### src/hdl/tdm_pkg.sv
// Shared types and constants for the two-segment data memory.
package tdm_pkg;

    // Segment bounds of the address map
    localparam logic [31:0] DATA_BASE = 32'h1000_0000;
    localparam logic [31:0] STACK_END = 32'h7FFF_FFFF;

    // Byte lanes of one memory row
    localparam int LANES = 4;

    // Access kinds
    localparam logic FUNC_READ  = 1'b0;
    localparam logic FUNC_WRITE = 1'b1;

    // Access sizes in bytes
    localparam logic [2:0] SIZE_BYTE = 3'd1;
    localparam logic [2:0] SIZE_HALF = 3'd2;
    localparam logic [2:0] SIZE_WORD = 3'd4;

    typedef enum logic [2:0] {
        ST_OK       = 3'd0,
        ST_BELOW    = 3'd1,
        ST_ABOVE    = 3'd2,
        ST_MISALIGN = 3'd3,
        ST_BAD_SIZE = 3'd4,
        ST_UNMAPPED = 3'd5
    } status_t;

    typedef logic [LANES-1:0][7:0] lane_t;

    // Decoded control of one item
    typedef struct packed {
        status_t          status;
        logic             do_write;
        logic             do_read;
        logic             hit_data;
        logic [LANES-1:0] lane_we;
        logic [2:0]       size;
        logic [1:0]       off;
        logic             uns;
    } dec_t;

    // Request to one store
    typedef struct packed {
        logic [LANES-1:0] we;
        logic             re;
        lane_t            wdata;
    } bank_req_t;

endpackage

### src/hdl/tdm_decode.sv
// Address check, store selection and write lane steering for one item.
module tdm_decode
    import tdm_pkg::*;
#(
    parameter int DATA_BYTES  = 4096,
    parameter int STACK_BYTES = 4096,
    localparam int DataRows   = (DATA_BYTES + 3) / 4,
    localparam int StackBase  = int'(STACK_END) - STACK_BYTES,
    localparam int StackRows  = ((int'(STACK_END) - 1) >> 2) - (StackBase >> 2) + 1,
    localparam int DataRowW   = $clog2(DataRows),
    localparam int StackRowW  = $clog2(StackRows)
) (
    input  logic                 func,
    input  logic [31:0]          address,
    input  logic [2:0]           size_bytes,
    input  logic                 zero_ext,
    input  logic [31:0]          write_value,
    input  logic                 big_endian,
    output dec_t                 dec,
    output logic [DataRowW-1:0]  data_row,
    output logic [StackRowW-1:0] stack_row,
    output lane_t                lane_data
);

    localparam logic [29:0] StackBaseWord = 30'(StackBase >> 2);

    logic [32:0]      end_sum;
    logic [31:0]      data_off;
    logic [32:0]      data_end;
    logic [29:0]      stack_word;
    logic             below;
    logic             above;
    logic             bad_size;
    logic             misalign;
    logic             in_data;
    logic             in_stack;
    logic             ok;
    status_t          status;
    logic [LANES-1:0] lane_we;

    // Range and alignment checks
    always_comb begin
        end_sum    = {1'b0, address} + {30'd0, size_bytes};
        data_off   = address - DATA_BASE;
        data_end   = {1'b0, data_off} + {30'd0, size_bytes};
        stack_word = address[31:2] - StackBaseWord;
        below      = address < DATA_BASE;
        above      = end_sum >= {1'b0, STACK_END};
        bad_size   = !(size_bytes == SIZE_BYTE || size_bytes == SIZE_HALF ||
                       size_bytes == SIZE_WORD);
        case (size_bytes)
            SIZE_HALF: misalign = address[0];
            SIZE_WORD: misalign = |address[1:0];
            default:   misalign = 1'b0;
        endcase
        in_data  = data_end <= 33'(DATA_BYTES);
        in_stack = address >= 32'(StackBase);
    end

    // Pick the first failing check
    always_comb begin
        if (below) begin
            status = ST_BELOW;
        end else if (above) begin
            status = ST_ABOVE;
        end else if (bad_size) begin
            status = ST_BAD_SIZE;
        end else if (misalign) begin
            status = ST_MISALIGN;
        end else if (!in_data && !in_stack) begin
            status = ST_UNMAPPED;
        end else begin
            status = ST_OK;
        end
        ok = (status == ST_OK);
    end

    // Steer write bytes onto the lanes in the configured byte order
    always_comb begin
        case (size_bytes)
            SIZE_BYTE: begin
                lane_we   = 4'b0001 << address[1:0];
                lane_data = {4{write_value[7:0]}};
            end
            SIZE_HALF: begin
                lane_we = address[1] ? 4'b1100 : 4'b0011;
                if (big_endian) begin
                    lane_data = {write_value[7:0], write_value[15:8],
                                 write_value[7:0], write_value[15:8]};
                end else begin
                    lane_data = {write_value[15:8], write_value[7:0],
                                 write_value[15:8], write_value[7:0]};
                end
            end
            SIZE_WORD: begin
                lane_we = 4'b1111;
                if (big_endian) begin
                    lane_data = {write_value[7:0], write_value[15:8],
                                 write_value[23:16], write_value[31:24]};
                end else begin
                    lane_data = write_value;
                end
            end
            default: begin
                lane_we   = '0;
                lane_data = '0;
            end
        endcase
    end

    // Pack the control of the item
    always_comb begin
        dec.status   = status;
        dec.do_write = ok && (func == FUNC_WRITE);
        dec.do_read  = ok && (func == FUNC_READ);
        dec.hit_data = in_data;
        dec.lane_we  = (ok && (func == FUNC_WRITE)) ? lane_we : '0;
        dec.size     = size_bytes;
        dec.off      = address[1:0];
        dec.uns      = zero_ext;
    end

    assign data_row  = data_off[DataRowW+1:2];
    assign stack_row = stack_word[StackRowW-1:0];

endmodule

### config.mk
export PLATFORM = sky130hd
export DESIGN_NAME = tdm_decode
export DESIGN_NICKNAME = d
export VERILOG_FILES = /design/src/hdl/tdm_pkg.sv /design/src/hdl/tdm_decode.sv
export SDC_FILE = /design/constraint.sdc
export NUM_CORES = 1
export LEC_CHECK = 0
export BUFFER_PORTS_ARGS = -buffer_cell sky130_fd_sc_hd__buf_2
export CORE_ASPECT_RATIO = 2
export CORE_UTILIZATION = 40
export DETAILED_ROUTE_END_ITERATION = 12
export PLACE_DENSITY = 0.72
export SLEW_MARGIN = 0
export SYNTH_ARGS = -nofsm -noshare
export SYNTH_HDL_FRONTEND = slang
export SYNTH_SLANG_ARGS = --single-unit
### constraint.sdc
create_clock -name vclk -period 3.2
set_input_delay 0 -clock vclk [all_inputs]
set_output_delay 0 -clock vclk [all_outputs]
set_load 0.005 [all_outputs]
==> run metrics <==
status finished, final reports clean; PD cells 118 mW/mm^2; met3 GRT Util 1.98%; row count 42; largest family of logic cells by synthesized area simple AND/OR/NAND/NOR gates; Overall Global Routing Usage 25.0%; clock buffers 0; hold-fix buffers at CTS 0; sequential area share after synthesis 0%; ratio of cells with drive above 1 in the final layout 32.3%; detailed placement HPWL 7660 um; Seq cells 0; Multi-input gate area 0.00244 sq mm; CP max FO 7; FF+latch area 0 sq um; synth top area cells o21ai_0 10%, a21oi_1 7.2%, mux2i_1 6.7%; vias per std cell 5.89; global-route wire length before repair 14400 um; net total in the final layout 603; total routed wirelength 9110 um; worst rel slew slack 29.9%; Tcrit/Tclk final 94.4%; worst hold path class in2out; Core ar. 0.00657 sq mm; clock period minus worst slack 3.02 ns; Synth Area in Compound Gates 34.2%; Fin. Hold Viols 0; final setup violating endpoints 0; YS warnings 0; die height 118 um; post-synth cell types 67; RD Place Congestion 0.993; I/O Pins 139; Tightest Pin Transition 1.05 ns; Fin Setup TNS 0 ns; drt initial violations 179; Post-DRT Antenna Nets 0; Final Instance Area 0.00333 sq mm; most used routing layer met2; placed cell area 0.00331 sq mm; Post-Syn Area per Cell 6.42 sq um; drt pass-1 iters 4; most common cell after layout, fill and taps aside buf_2; Worst Path Required 3.20 ns; fmax 331 MHz; XOR/XNOR share of the synthesized area 8.12%; DRC 0; area grow syn2layout 23.7%; min-delay src zero_ext; mux contribution to synthesized area 6.69%; Mapped Cells 420; routed len/inst 14.9 um; Max Cap Viol 0; Final Non-Filler Cells 611; Ant. Diodes 0; commonest non-fill, non-tap cells in the layout 137 x buf_2, 55 x o21ai_0, 41 x nand2_1; peak supply drop 0.0000603 V; initial antenna violation count 0; Critical Path AT 3.02 ns; unrepaired setup endpoints after global routing false; via count 3596; largest net degree at the start of global routing 60; P_leak 1.47 nW; grt ovf 0; starting density of the core 41.0%; adder-cell share of the synthesized area 3.99%; Die ar. 0.00709 sq mm; met2 Use GR 47.8%; Inst Count DP 611; Critical Path Start Type input port; Worst Setup End Kind primary output; simple-gate share of the synthesized area 36.7%; Setup CP Type in2out; leading area contributor after synthesis o21ai_0; GR Layer Usage met1 24.5%; Yosys top cell area share 10.2%; hold path depth 0; Chip Width 60.0 um; max-slew violations 0; number of I/O port buffers 137; Synth Net Count 498; final core utilization 50.7%; Syn Std Cell Area 0.00270 sq mm; number of global-route vias before repair 3335; fill count 691; Worst Hold Path EP dec[0]
-- synth_stat cells (4+ instances only) --
cell type,count
inv_1,11
xnor2_1,17
buf_4,19
nor3b_1,4
o21ai_0,55
and2_1,8
buf_1,4
nor3_1,8
clkbuf_1,13
nand2b_1,20
nor2_1,25
ha_1,7
nor2b_1,16
or4_1,4
mux2i_1,18
nand2_1,41
xor2_1,8
nand3_1,9
and3_1,7
nor4_1,4
nand4_1,13
buf_2,5
a21oi_1,39
-- power breakdown --
| part | leakage (nW) | switching (mW) | total, mW | internal [mW] |
|---|---|---|---|---|
| logic | 1.47 | 0.227 | 0.395 | 0.168 |
| registers | 0 | 0 | 0 | 0 |
| clock network | 0 | 0 | 0 | 0 |
| total | 1.47 | 0.227 | 0.395 | 0.168 |
-- critical path, cell delays in order --
cell       delay (ns)
buf_2            0.09
ha_1             0.19
inv_1            0.06
fa_1             0.39
and2b_2          0.31
o2111ai_4        0.16
or3_1            0.41
a2111oi_4        0.40
o2111ai_2        0.18
a2111oi_4        0.37
nor2_1           0.11
o2bb2a_4         0.22
buf_2            0.12
-- routing by layer --
layer  up-vias  wire (um)
met4         0        578
met2       188       4770
met5         -          0
met1      1622       3230
li1       1734          -
met3        52        530
-- stage by stage --
step           worst slack, ns  hold slack, ns  power [mW]
5_1_grt                 0.0159       0.0000223       0.439
6_report                 0.178       0.0000103       0.395
2_1_floorplan            0.608          0.0265       0.241
3_5_place_dp             0.147       0.0000910       0.389
4_1_cts                  0.159       0.0000910       0.391
3_3_place_gp             0.205       0.0000910       0.383
-- logic make-up after synthesis --
| family | after synthesis |
|---|---|
| xor gates and xnor gates | 25 |
| and+or+nand+nor | 179 |
| buffers and inverters | 53 |
| AOI/OAI and AO/OA | 137 |
| adders and majority gates | 8 |
| muxes | 18 |
-- worst max path at each step --
stage / from / end / slack (ns) / cells after the start
final: address[0] / dec[13] / 0.18 / 13
after global routing: address[0] / dec[7] / 0.02 / 14
after CTS: address[0] / dec[13] / 0.16 / 13
after detailed placement: address[0] / dec[13] / 0.15 / 13
after global placement: address[0] / dec[13] / 0.21 / 13
after floorplan: address[0] / dec[13] / 0.61 / 11
-- what timing repair did --
action                                 CTS  global route
setup endpoints to repair                0             7
gates resized for setup                  0             2
setup buffers                            0             0
endpoints found under the hold margin    0             0
-- area by class of cell --
cell class,count,share of cell area (%)
Inverter,11,1.24
Timing Repair Buffer,145,22.4
Tap cell,88,3.30
Multi-Input combinational cell,367,73.1
Power figures use the tool's default switching activity.
