==> src/hdl/tdm_pkg.sv <==
// Shared types and constants for the two-segment data memory.
package tdm_pkg;

    // Segment bounds of the address map
    localparam logic [31:0] DATA_BASE = 32'h1000_0000;
    localparam logic [31:0] STACK_END = 32'h7FFF_FFFF;

    // Byte lanes of one memory row
    localparam int LANES = 4;

    // Access kinds
    localparam logic FUNC_READ  = 1'b0;
    localparam logic FUNC_WRITE = 1'b1;

    // Access sizes in bytes
    localparam logic [2:0] SIZE_BYTE = 3'd1;
    localparam logic [2:0] SIZE_HALF = 3'd2;
    localparam logic [2:0] SIZE_WORD = 3'd4;

    typedef enum logic [2:0] {
        ST_OK       = 3'd0,
        ST_BELOW    = 3'd1,
        ST_ABOVE    = 3'd2,
        ST_MISALIGN = 3'd3,
        ST_BAD_SIZE = 3'd4,
        ST_UNMAPPED = 3'd5
    } status_t;

    typedef logic [LANES-1:0][7:0] lane_t;

    // Decoded control of one item
    typedef struct packed {
        status_t          status;
        logic             do_write;
        logic             do_read;
        logic             hit_data;
        logic [LANES-1:0] lane_we;
        logic [2:0]       size;
        logic [1:0]       off;
        logic             uns;
    } dec_t;

    // Request to one store
    typedef struct packed {
        logic [LANES-1:0] we;
        logic             re;
        lane_t            wdata;
    } bank_req_t;

endpackage

==> src/hdl/tdm_format.sv <==
// Assembles and extends the read value from the four lane bytes.
module tdm_format
    import tdm_pkg::*;
(
    input  lane_t       lanes,
    input  dec_t        dec,
    input  logic        big_endian,
    output logic [31:0] rdata
);

    logic [7:0]  p0;
    logic [7:0]  p1;
    logic [15:0] half;
    logic [7:0]  byte_v;

    // Order bytes, then sign or zero extend
    always_comb begin
        p0     = dec.off[1] ? lanes[2] : lanes[0];
        p1     = dec.off[1] ? lanes[3] : lanes[1];
        half   = big_endian ? {p0, p1} : {p1, p0};
        byte_v = lanes[dec.off];
        rdata  = '0;
        if (dec.do_read) begin
            case (dec.size)
                SIZE_BYTE: rdata = {{24{byte_v[7] & !dec.uns}}, byte_v};
                SIZE_HALF: rdata = {{16{half[15] & !dec.uns}}, half};
                SIZE_WORD: begin
                    if (big_endian) begin
                        rdata = {lanes[0], lanes[1], lanes[2], lanes[3]};
                    end else begin
                        rdata = {lanes[3], lanes[2], lanes[1], lanes[0]};
                    end
                end
                default:   rdata = '0;
            endcase
        end
    end

endmodule

==> config.mk <==
export PLATFORM = sky130hd
export DESIGN_NAME = tdm_format
export DESIGN_NICKNAME = d
export VERILOG_FILES = /design/src/hdl/tdm_pkg.sv /design/src/hdl/tdm_format.sv
export SDC_FILE = /design/constraint.sdc
export NUM_CORES = 1
export LEC_CHECK = 0
export ABC_CLOCK_PERIOD_IN_PS = 2700
export BUFFER_PORTS_ARGS = -buffer_cell sky130_fd_sc_hd__buf_2
export CORE_MARGIN = 4
export CORE_UTILIZATION = 40
export DETAILED_ROUTE_END_ITERATION = 10
export PLACE_DENSITY = 0.73
export SETUP_SLACK_MARGIN = 0.1
export SLEW_MARGIN = 20
export SYNTH_ARGS = -nofsm -noshare
export SYNTH_HDL_FRONTEND = slang
export SYNTH_SLANG_ARGS = --single-unit
export TNS_END_PERCENT = 100
==> constraint.sdc <==
create_clock -name vclk -period 2.7
set_input_delay 0.54 -clock vclk [all_inputs]
set_output_delay 0.54 -clock vclk [all_outputs]
set_load 0.05 [all_outputs]
==> impl_metrics.yaml, run 1 <==
timing:
  maxSlewHeadroom_pct: 69.7
  finalCritPeriodShare_pct: 94.2
  rsz0062_at_grt: "true"
  holdWs_ns: 1.59
  setup_viol: 0
  finalSetupTns_ns: 0
  final.min_clock_period_ns: 2.54
  hold_viol: 0
  tightest_slew_ns: 0.452
  fmax_mhz: 393
  slew_violations: 0
floorplanning:
  io-pin-count: 81
  die_x_um: 68.3
  die_area_um2: 4660
  start_util_pct: 42.6
  die-height_um: 68.3
  placementRows: 21
  core_um2: 3420
detailed_routing:
  drc: 0
  drt_wl_total_mm: 5.02
  met1_length_mm: 2.00
  met3_length_um: 398
  dr.first_iter.drc_count: 160
  routedWlPerCell_um: 16.8
  num_vias: 1792
  drtAntennaViolNets: 0
  first_pass_iters: 4
  vias_per_cell: 5.99
  routed.top_layer: "met4"
  wl_met2_mm: 2.54
finish:
  design.seq.count: 0
  n_fill_cell: 309
  antenna_cells: 0
  nClkBuffers: 0
  final-seq-area_um2: 0
  final_cell_mix: "buf_2, nand2_1, mux2_2, buf_4, a21oi_2"
  final_util_pct: 67.0
  nets: 304
  syn_to_final_growth_pct: 57.3
  drive_above_1_share_pct: 69.2
  final_common_cell: "buf_2"
  fin_cells: 299
synth:
  syn_area_per_cell_um2: 8.12
  synth_nets: 228
  synth_cell_types: 23
  syn_inst: 179
  ys_warn_count: 0
  synth-seq-area-share_pct: 0
  synth_area_um2: 1450
worst_hold_path:
  min_to: "rdata[15]"
  min_from: "dec[11]"
  holdPathStages: 4
  hp-class: "primary input to output port"
place:
  hpwl_mm: 3.84
  dpl.cell_count: 298
  gp_congestion: 0.863
  port_buffers: 72
global_route:
  grt_pass1_vias: 1659
  grtUsageTotal_pct: 21.3
  grt_start_max_net_pins: 30
  antenna_found_initial: 0
  grt_pass1_wl_mm: 7.85
  grt.overflow.total: 0
pwr:
  vdd_drop_max_uv: 84.7
  power_density_nw_per_um2: 158
  p_leak_nw: 0.846
setup_path:
  cp.required_ns: 2.16
  critPathCaptureType: "output port"
  crit_type: "primary input to output port"
  critPathArrivalTime_ns: 2.00
  cp-startpoint: "dec[2]"
  critPathMaxFanout: 18
  critPathLaunchType: "primary input"
flow_run:
  max-cap-violations: 0
status:
  run_status: "finished clean"
## cells in the mapped netlist
cell,count,area [um^2]
nand2_1,33,124
a21oi_1,31,155
mux2_2,23,259
mux4_2,16,360
a21oi_2,10,87.6
o21ai_1,10,50.1
a32o_1,9,90.1
clkbuf_1,9,33.8
o21ai_0,9,45.0
a22oi_1,7,52.6
buf_2,7,35.0
buf_1,2,7.51
buf_6,2,22.5
nor3b_2,2,25.0
and2_1,1,6.26
buf_4,1,7.51
nand3b_1,1,7.51
nand3b_4,1,20.0
nor2_1,1,3.75
nor3b_4,1,18.8
nor4b_4,1,23.8
nor4bb_1,1,10.0
xnor2_1,1,8.76
## per-layer routing
layer  vias to the layer above  track usage [%]
met5                         -                0
met4                         0             4.22
met3                         6             2.13
met2                        82             37.9
met1                       849             27.8
li1                        855                -
## stage by stage
stage	power (mW)	cell area [um^2]	worst slack [ns]
after detailed placement	0.349	2200	-0.0195
final	0.362	2290	0.158
after floorplan	0.239	1660	0.0892
after global routing	0.386	2290	0.0678
after CTS	0.355	2240	0.131
after global placement	0.343	2200	0.0145
## area by class of cell
cell class	instances	area, um^2	area share, %
tap	46	57.6	2.52
timing repair buffer	95	669	29.3
multi-input combinational	158	1560	68.2
## critical path, stage by stage
cell	delay [ns]
buf_4	0.15
buf_4	0.16
nor4b_4	0.26
buf_12	0.19
nand2_1	0.06
a32o_1	0.28
a21oi_4	0.14
buf_4	0.20
## kinds of logic after synthesis
family | after synthesis | share of synthesized area (%)
buffers and inverters | 21 | 7.31
AND/OR/NAND/NOR | 42 | 16.4
multiplexers | 39 | 42.6
AO/OA/AOI/OAI | 76 | 33.0
XOR/XNOR | 1 | 0.603
## worst max path at each step
| stage | to | slack [ns] | cells past startpoint |
|---|---|---|---|
| floorplan | rdata[10] | 0.09 | 6 |
| global placement | rdata[13] | 0.01 | 7 |
| detailed placement | rdata[13] | -0.02 | 7 |
| CTS | rdata[21] | 0.13 | 7 |
| global route | rdata[13] | 0.07 | 7 |
| finish | rdata[11] | 0.16 | 8 |
## power by group
part           internal, mW  switching [mW]  total (mW)
Clock                     0               0           0
Combinational         0.165           0.198       0.362
Sequential                0               0           0
Total                 0.165           0.198       0.362
## repair_timing
item | 4_1_cts | 5_1_grt
pin swaps | 0 | 2
endpoints found under the setup margin | 10 | 22
hold buffers | 0 | 0
cloned | 0 | 0
buffers inserted | 0 | 1
gates resized for setup | 10 | 16
Note: power is estimated with default switching activity, not from simulation.
==> inputs of run 2 (changes only) <==
--- a/config.mk
+++ b/config.mk
@@ -5,12 +5,12 @@
 export SDC_FILE = /design/constraint.sdc
 export NUM_CORES = 1
 export LEC_CHECK = 0
-export ABC_CLOCK_PERIOD_IN_PS = 2700
+export ABC_CLOCK_PERIOD_IN_PS = 3000
 export BUFFER_PORTS_ARGS = -buffer_cell sky130_fd_sc_hd__buf_2
 export CORE_MARGIN = 4
-export CORE_UTILIZATION = 40
+export CORE_UTILIZATION = 50
 export DETAILED_ROUTE_END_ITERATION = 10
-export PLACE_DENSITY = 0.73
+export PLACE_DENSITY = 0.89
 export SETUP_SLACK_MARGIN = 0.1
 export SLEW_MARGIN = 20
 export SYNTH_ARGS = -nofsm -noshare
==> constraint.sdc (replaced) <==
create_clock -name vclk -period 3
set_input_delay 0.6 -clock vclk [all_inputs]
set_output_delay 0.6 -clock vclk [all_outputs]
set_load 0.05 [all_outputs]
==> impl_metrics.yaml, run 2 (synthesized netlist as in run 1, its figures left out) <==
status:
  run_status: "finished clean"
pwr:
  p_seq_share_pct: 0
  p_clk_share_pct: 0
  p_int_mw: 0.130
  power_frac_comb_pct: 100.0
  p_leak_nw: 0.781
  p_switching_mw: 0.161
  switching_share_pct: 55.3
  vdd_drop_max_uv: 146
  p_total_mw: 0.291
  power_density_nw_per_um2: 146
finish:
  final-seq-area_um2: 0
  nets: 296
  syn_to_final_growth_pct: 36.8
  design.seq.count: 0
  final_cell_mix: "buf_2, nand2_1, mux2_2, a21oi_2, a21oi_1"
  final_common_cell: "buf_2"
  drive_above_1_share_pct: 63.7
  antenna_cells: 0
  nClkBuffers: 0
timing:
  hold_viol: 0
  tightest_slew_ns: 0.663
  slew_violations: 0
  setup_viol: 0
  final.min_clock_period_ns: 2.78
  finalCritPeriodShare_pct: 92.6
  finalSetupTns_ns: 0
  rsz0062_at_grt: "false"
  finalWorstSetupSlack_ns: 0.221
  maxSlewHeadroom_pct: 55.7
  fmax_mhz: 360
setup_path:
  critPathMaxFanout: 12
  crit_end: "rdata[8]"
  critPathArrivalTime_ns: 2.18
  crit_type: "primary input to output port"
  cp.required_ns: 2.40
  critPathLaunchType: "primary input"
  cp-startpoint: "dec[3]"
  critPathCaptureType: "output port"
global_route:
  grtUsageTotal_pct: 23.6
  antenna_found_initial: 0
  grt_pass1_vias: 1444
  grt_start_max_net_pins: 49
  grt_pass1_wl_mm: 7.08
  grt.overflow.total: 0
floorplanning:
  die_area_um2: 3830
  core_um2: 2760
  die-height_um: 61.9
  io-pin-count: 81
  start_util_pct: 52.7
  placementRows: 19
  die_x_um: 61.9
clocking:
  cts_resized: 0
  cts_hold_buf: 0
  postCtsSetupBuffers: 0
place:
  gp_congestion: 0.784
  hpwl_mm: 3.28
  port_buffers: 72
  dp_slack_ns: 0.122
detailed_routing:
  first_pass_iters: 4
  drtAntennaViolNets: 0
  vias_per_cell: 6.17
  num_vias: 1704
  drc: 0
  routedWlPerCell_um: 16.1
  dr.first_iter.drc_count: 177
  drt_wl_total_mm: 4.44
worst_hold_path:
  hp-class: "primary input to output port"
flow_run:
  max-cap-violations: 0
[run 2: critical path, cell delays in order]
cell and delay, ns:
buf_2 0.17, nor4bb_2 0.37, buf_4 0.24, o21ai_0 0.10, a32o_1 0.28, a21oi_2 0.14, buf_2 0.28
[run 2: layout make-up]
cell class | count | area [um^2]
fill | 230 | 768
tap | 31 | 38.8
timing repair buffer | 87 | 531
multi-input combinational | 158 | 1420
[run 2: layer usage]
layer  part of all wire (%)  GRT usage, %
met1                     40          34.0
met2                     53          41.6
met3                    6.8          1.45
met4                   0.27             0
met5                      0             0
[run 2: per-stage QoR]
stage | instances | cell area [um^2] | hold WS, ns | util (%)
2_1_floorplan | 179 | 1500 | 1.49 | -
3_3_place_gp | 275 | 1960 | 1.77 | 71.1
5_1_grt | 276 | 1990 | 1.83 | 72.1
6_report | 276 | 1990 | 1.79 | 72.1
3_5_place_dp | 275 | 1960 | 1.78 | 71.1
4_1_cts | 275 | 1960 | 1.79 | 71.1
[run 2: power groups by stage]
stage / Clock [mW] / Combinational, mW / Sequential [mW]
finish: 0 / 0.291 / 0
global route: 0 / 0.313 / 0
CTS: 0 / 0.284 / 0
detailed placement: 0 / 0.284 / 0
global placement: 0 / 0.278 / 0
floorplan: 0 / 0.196 / 0
[run 2: worst min path at each step]
stage / from / to / slack, ns / cells past startpoint
floorplan: dec[4] / rdata[2] / 1.49 / 3
finish: lanes[10] / rdata[10] / 1.79 / 5
global placement: lanes[2] / rdata[2] / 1.77 / 5
CTS: lanes[12] / rdata[12] / 1.79 / 5
detailed placement: lanes[12] / rdata[12] / 1.78 / 5
global route: dec[11] / rdata[14] / 1.83 / 4
